**src/rtl/pmau_pkg.sv**
```systemverilog
package pmau_pkg;
  localparam int MEM_BYTES = 1048576;
  localparam int AW = $clog2(MEM_BYTES);

  localparam logic [1:0] ST_OK          = 2'd0;
  localparam logic [1:0] ST_NOT_PRESENT = 2'd1;
  localparam logic [1:0] ST_RANGE       = 2'd2;
  localparam logic [1:0] ST_CROSS_WRITE = 2'd3;

  localparam logic [31:0] BIT_PRESENT  = 32'h1;
  localparam logic [31:0] BIT_ACCESSED = 32'h20;
  localparam logic [31:0] BIT_DIRTY    = 32'h40;

  localparam logic [1:0] CFG_PAGING  = 2'd0;
  localparam logic [1:0] CFG_DIRBASE = 2'd1;

  // datapath commands
  typedef struct packed {
    logic load;      // capture the input transaction
    logic next_pc;   // save the first piece and advance to the second
    logic sel_de;    // point cursor at the directory entry
    logic sel_te;    // point cursor at the table entry
    logic sel_data;  // point cursor at the data bytes of the current piece
    logic rd;        // issue a byte read at the cursor
    logic shift_in;  // place the byte read last cycle into the word
    logic upd_de;    // set accessed in the directory word, rewind cursor
    logic upd_te;    // set accessed (and dirty on writes) in the table word
    logic wr;        // write one byte of the word at the cursor
    logic finish;    // strobe result
    logic [1:0] fst; // status for finish
  } pmau_cmd_t;

  typedef struct packed {
    logic op;
    logic paging;
    logic crosses;
    logic second;
    logic present;
    logic de_need;
    logic te_need;
    logic range_ok;   // current target lies inside the store
    logic issue_done; // all bytes of the target have been issued
    logic last_byte;
  } pmau_stat_t;
endpackage

```
**src/rtl/pmau_ctrl.sv**
```systemverilog
module pmau_ctrl (
  input  logic                 clk,
  input  logic                 rst_n,
  input  logic                 start,
  output logic                 busy,
  input  pmau_pkg::pmau_stat_t stat,
  output pmau_pkg::pmau_cmd_t  cmd
);
  import pmau_pkg::*;

  localparam logic [3:0] S_IDLE = 4'd0, S_PIECE = 4'd1, S_DE_CHK = 4'd2, S_DE_RD = 4'd3,
    S_DE_EV = 4'd4, S_DE_WB = 4'd5, S_TE_CHK = 4'd6, S_TE_RD = 4'd7, S_TE_EV = 4'd8,
    S_TE_WB = 4'd9, S_DAT_CHK = 4'd10, S_DAT_RD = 4'd11, S_DAT_WR = 4'd12,
    S_DAT_END = 4'd13;

  logic [3:0] st_r, st_nxt;

  assign busy = st_r != S_IDLE;

  always_ff @(posedge clk) begin
    if (!rst_n) begin
      st_r <= S_IDLE;
    end else begin
      st_r <= st_nxt;
    end
  end

  always_comb begin
    cmd = '0;
    st_nxt = st_r;
    unique case (st_r)
      S_IDLE: if (start) begin cmd.load = 1'b1; st_nxt = S_PIECE; end
      S_PIECE: begin
        if (stat.op && stat.paging && stat.crosses) begin
          cmd.finish = 1'b1; cmd.fst = ST_CROSS_WRITE; st_nxt = S_IDLE;
        end else if (stat.paging) begin
          cmd.sel_de = 1'b1; st_nxt = S_DE_CHK;
        end else begin
          cmd.sel_data = 1'b1; st_nxt = S_DAT_CHK;
        end
      end
      // entry word: range check, then issue the first byte read
      S_DE_CHK, S_TE_CHK: begin
        if (!stat.range_ok) begin
          cmd.finish = 1'b1; cmd.fst = ST_RANGE; st_nxt = S_IDLE;
        end else begin
          cmd.rd = 1'b1;
          st_nxt = (st_r == S_DE_CHK) ? S_DE_RD : S_TE_RD;
        end
      end
      // keep reads one byte ahead of the accumulation
      S_DE_RD, S_TE_RD, S_DAT_RD: begin
        cmd.rd = !stat.issue_done;
        cmd.shift_in = 1'b1;
        if (stat.last_byte)
          st_nxt = (st_r == S_DE_RD) ? S_DE_EV : (st_r == S_TE_RD) ? S_TE_EV : S_DAT_END;
      end
      S_DE_EV: begin
        if (!stat.present) begin
          cmd.finish = 1'b1; cmd.fst = ST_NOT_PRESENT; st_nxt = S_IDLE;
        end else if (stat.de_need) begin
          cmd.upd_de = 1'b1; st_nxt = S_DE_WB;
        end else begin
          cmd.sel_te = 1'b1; st_nxt = S_TE_CHK;
        end
      end
      S_TE_EV: begin
        if (!stat.present) begin
          cmd.finish = 1'b1; cmd.fst = ST_NOT_PRESENT; st_nxt = S_IDLE;
        end else if (stat.te_need) begin
          cmd.upd_te = 1'b1; st_nxt = S_TE_WB;
        end else begin
          cmd.sel_data = 1'b1; st_nxt = S_DAT_CHK;
        end
      end
      // write the entry back, then evaluate it again with the bits set
      S_DE_WB, S_TE_WB: begin
        cmd.wr = 1'b1;
        if (stat.last_byte) st_nxt = (st_r == S_DE_WB) ? S_DE_EV : S_TE_EV;
      end
      S_DAT_CHK: begin
        if (!stat.range_ok) begin
          cmd.finish = 1'b1; cmd.fst = ST_RANGE; st_nxt = S_IDLE;
        end else if (stat.op) begin
          st_nxt = S_DAT_WR;
        end else begin
          cmd.rd = 1'b1; st_nxt = S_DAT_RD;
        end
      end
      S_DAT_WR: begin
        cmd.wr = 1'b1;
        if (stat.last_byte) begin
          cmd.finish = 1'b1; cmd.fst = ST_OK; st_nxt = S_IDLE;
        end
      end
      S_DAT_END: begin
        if (stat.crosses && stat.paging && !stat.second) begin
          cmd.next_pc = 1'b1; st_nxt = S_PIECE;
        end else begin
          cmd.finish = 1'b1; cmd.fst = ST_OK; st_nxt = S_IDLE;
        end
      end
      default: st_nxt = S_IDLE;
    endcase
  end
endmodule

```
**config.mk**
```make
export PLATFORM = sky130hd
export DESIGN_NAME = pmau_ctrl
export DESIGN_NICKNAME = d
export VERILOG_FILES = /design/src/rtl/pmau_pkg.sv /design/src/rtl/pmau_ctrl.sv
export SDC_FILE = /design/constraint.sdc
export NUM_CORES = 1
export LEC_CHECK = 0
export ABC_CLOCK_PERIOD_IN_PS = 1700
export BUFFER_PORTS_ARGS = -buffer_cell sky130_fd_sc_hd__buf_2
export CAP_MARGIN = 20
export CORE_MARGIN = 2
export CORE_UTILIZATION = 46
export DETAILED_ROUTE_END_ITERATION = 7
export PLACE_DENSITY = 0.75
export SYNTH_ARGS = -nofsm -noshare
export SYNTH_HDL_FRONTEND = slang
export SYNTH_SLANG_ARGS = --single-unit
```
**constraint.sdc**
```tcl
create_clock -name clk -period 1.7 [get_ports clk]
set_input_delay 0.255 -clock clk [delete_from_list [all_inputs] [get_ports clk]]
set_output_delay 0.255 -clock clk [all_outputs]
set_load 0.05 [all_outputs]
```
### Word-level counts from Yosys, hierarchy flattened

Index checks and enable logic that the tools add are counted.

| storage, ports and cells | value |
|---|---|
| register bits after elaboration | 4 |
| logic and storage cells | 85 |
| bits of input ports | 13 |
| output and inout bits | 14 |

| cells by class | value |
|---|---|
| equal/unequal tests | 17 |
| reduce and logical (&&, ||, !) cells | 15 |
| multiplexer cells | 52 |

Operator list:

| kind | number |
|---|---|
| $mux 4 | 11 |
| $pmux 4 s10 | 1 |
| $mux 3 | 9 |
| $mux 1 | 26 |
| $eq 4x4->1 const B | 6 |
| $eq 4x3->1 const B | 4 |
| $pmux 3 s5 | 1 |
| $reduce_or 3->1 | 3 |
| $eq 4x2->1 const B | 2 |
| $ne 2x2->1 const B | 4 |
| $reduce_or 2->1 | 3 |
| $eq 4x1->1 const B | 1 |
| $logic_and 1x1->1 | 4 |
| $logic_not 4->1 | 1 |
| $mux 2 | 2 |
| $reduce_and 4->1 | 1 |
| $reduce_bool 4->1 | 1 |
| $pmux 1 s3 | 1 |
| $logic_not 1->1 | 2 |
| $pmux 1 s2 | 1 |

### Depth between registers and ports, before layout

| logic depth | value |
|---|---|
| depth in word-level cells | 5 |
| gate-level depth with buffers | 6 |
| gate-level depth less buffers | 4 |

### Least setup slack after synthesis

Ideal clock, no wire load.

| path | value |
|---|---|
| path type | register to output |
| from | register st_r[2] |
| to | output port cmd[2] (netlist bit) |
| arrival time | 2480 ps |
| path slack | -1035 ps |
| path buffers | 1 |
| data required time | 1445 ps |
| stages on the path, launching flop included | 6 |
| cell sequence | dfxtp_1 -> buf_6 -> nand2_1 -> nand2_1 -> o31ai_1 -> a221o_1 |

RTL lines:

| item | RTL line | text |
|---|---|---|
| from (decl) | pmau_ctrl.sv:16 | `logic [3:0] st_r, st_nxt;` |
| from (signal assigned) | pmau_ctrl.sv:24 | `st_r <= st_nxt;` |
| to (decl) | pmau_ctrl.sv:7 | `output pmau_pkg::pmau_cmd_t cmd` |

==> flow_metrics.py <==
metrics = {
    "power": {
        "vdd_drop_max_mv": 0.730,
        "finalPower_w": 0.00143,
        "power_density_nw_per_um2": 1390,
        "leakage_nw": 0.463,
    },
    "clocking": {
        "cts_inserted_buffers": 3,
        "htree_levels": 1,
        "cts.sinks": 4,
        "cts_tree": "built",
        "cts_root_buf": "clkbuf_4",
        "cts.reportedPaths.clkPinSlew_ns": 0.04,
        "worstSkewPairLatency_ns": 0.24,
        "clockBufferDepth": 2,
    },
    "place": {
        "dpl.hpwl_mm": 1.79,
        "gp_congestion": 0.887,
        "port_buffers": 26,
    },
    "timing": {
        "finalSetupViolCount": 1,
        "hold_viol": 0,
        "setup_tns_ns": -0.0367,
        "rsz0062_at_grt": "yes",
        "fin_ws_ns": -0.0367,
        "fmax_mhz": 576,
        "clock_skew_ns": 0.00526,
        "min_period_ns": 1.74,
        "slew_headroom": 0.815,
        "tightest_slew_ns": 0.278,
        "final-max-slew-violation-count": 0,
        "timing.final.crit_share": 1.02,
    },
    "logic_synthesis": {
        "synthCells": 93,
        "synth_top_area_frac": 0.123,
        "synth-compound-area-share": 0.351,
        "synth_edf_count": 0,
        "synth_top_family_by_area": "simple AND/OR/NAND/NOR gates",
        "syn_area_per_cell_um2": 7.01,
        "synth_seq_cells": 4,
        "synth_seq_area_share": 0.123,
        "synth_common_cells": "11 x nand2_1, 9 x nor2_1, 5 x a21oi_1, 5 x o21ai_0, 5 x o22ai_1",
        "yosysTopAreaCell": "dfxtp_1",
        "synth-xor-area-share": 0.0134,
        "yosys-top-cells-area": "dfxtp_1 12%, clkbuf_8 6.3%, nand2_1 6.3%, nor2_1 5.2%, o22ai_1 4.8%",
        "synthMuxAreaShare": 0,
        "async_reset_ff_frac": 0,
        "synth_area_um2": 652,
        "yosysMostFrequentCell": "nand2_1",
        "ys_types": 40,
        "postSynthNetCount": 106,
        "yosysWarningCount": 0,
        "synthSimpleGateAreaFrac": 0.384,
        "ys.flop_type": "dfxtp_1",
        "synth_fa_ha_area_frac": 0,
    },
    "status": {
        "violations": "setup timing",
        "outcome": "finished with violations",
    },
    "routing": {
        "postRouteAntennaNets": 0,
        "vias_per_cell": 6.09,
        "vias": 914,
        "first_pass_iters": 4,
        "drc": 0,
        "first_iter_violations": 26,
        "wl_per_cell_um": 15.5,
        "wl_mm": 2.33,
    },
    "finish": {
        "top_regs": "st_r (4)",
        "top_register": "st_r",
        "largest_register_ffs": 4,
        "nNetsFinal": 150,
        "synthToLayoutAreaGrowth_pct": 57.4,
        "n_fill_cell": 93,
        "antenna-diode-count": 0,
        "drive_above_1_share": 0.519,
    },
    "setup_path": {
        "crit_slowest_cell": "dfxtp_4",
        "worst-setup-path-type": "reg -> out",
        "worst-r2r-cell-count": 6,
        "critPathMaxStageDelay_ns": 0.37,
        "start_kind": "flop",
        "path_delay_family": "simple AND/OR/NAND/NOR gates",
        "critical_path_depth": 4,
        "r2r-start": "st_r[3]",
        "path_max_fanout": 7,
        "crit_end": "cmd[2]",
        "crit_path_start": "st_r[3]",
        "crit_required_ns": 1.44,
        "r2r_end": "st_r[2]",
        "crit_chain": "and2b_2 -> nor2b_4 -> a221o_1 -> buf_6",
        "rrSetupSlack_ns": 0.17,
        "cp-end-kind": "primary output",
        "cp_data_arrival_time_ns": 1.48,
        "path_buf_inv": 1,
    },
    "floorplanning": {
        "initial_core_util": 0.495,
        "die_h_um": 41.6,
        "core_region_area_um2": 1320,
        "placementRows": 13,
        "die_x_um": 41.6,
        "dieArea_um2": 1730,
        "ios": 27,
    },
    "hold_path": {
        "hold_path_class": "in -> reg",
    },
    "grt": {
        "grt_antenna_before_repair": 0,
        "grt_pass1_wl_mm": 3.84,
        "grt.total_usage": 0.278,
        "grt_pass1_vias": 816,
        "grt_overflow_total": 0,
        "grt_max_degree": 10,
    },
    "job": {
        "cap_violations": 0,
    },
}
power breakdown:
part | internal, W | switching (W)
sequential | 0.000127 | 0.0000431
clock | 0.0000792 | 0.0000426
combinational | 0.000454 | 0.000685
total | 0.000659 | 0.000771
how the worst min path moves through the flow:
stage               start  endpoint  slack (ns)  depth (start not counted)
finish              rst_n   st_r[2]        0.33                          3
global route        rst_n   st_r[2]        0.34                          3
CTS                 rst_n   st_r[2]        0.33                          3
detailed placement  rst_n   st_r[1]        0.58                          2
global placement    rst_n   st_r[2]        0.57                          3
floorplan           rst_n   st_r[1]        0.39                          1
cell families after synthesis:
logic type | after synthesis
and+or+nand+nor | 46
AOI/OAI and AO/OA | 32
buffers and inverters | 10
DFF | 4
xor gates and xnor gates | 1
layout make-up:
type,instances,area (um2),share of cell area
clock buffers,3,22.5,0.0220
inverters,3,11.3,0.0110
multi-input cells,79,566,0.551
flip-flops and latches,4,90.1,0.0878
well taps,15,18.8,0.0183
repair buffers,46,318,0.310
worst min-delay path, stage by stage:
cell	delay [ns]
buf_2	0.14
nand2_1	0.07
o22ai_1	0.05
per-layer routing:
metal / GRT usage / vias to the layer above / routed length, um
met5: 0 / - / 0
met4: 0.0774 / 0 / 51
met3: 0.0348 / 9 / 133
met2: 0.494 / 48 / 1180
met1: 0.347 / 427 / 971
li1: - / 430 / -
metrics by stage:
step	util	setup WS (ns)	cell area (um2)	hold slack, ns	instances
global route	0.779	-0.0760	1030	0.344	150
CTS	0.714	-0.0378	941	0.330	147
global placement	0.674	0.123	888	0.575	143
finish	0.779	-0.0367	1030	0.331	150
detailed placement	0.674	0.0662	888	0.575	143
floorplan	-	-0.309	692	0.388	93
cells in the final DEF, fill, tap and decap left out, types with 2 or more instances in the layout:
| cell | instances |
|---|---|
| nor3_1 | 3 |
| nor2b_1 | 2 |
| nor2_1 | 8 |
| buf_6 | 6 |
| nand2_1 | 11 |
| buf_2 | 20 |
| nand3b_1 | 2 |
| inv_1 | 3 |
| a21oi_1 | 4 |
| clkbuf_4 | 5 |
| nand3_1 | 3 |
| o21ai_0 | 5 |
| a21boi_0 | 2 |
| and3_1 | 2 |
| dfxtp_4 | 2 |
| buf_4 | 18 |
| and2b_2 | 3 |
| a32oi_1 | 2 |
| dfxtp_2 | 2 |
| o22ai_1 | 5 |
what timing repair did:
action / in CTS / in global routing
resized for setup: 10 / 17
hold buffers: 0 / 0
endpoints found under the setup margin: 7 / 8
pin swaps: 0 / 1
setup buffers: 1 / 3
(Power assumes the default switching activity.)
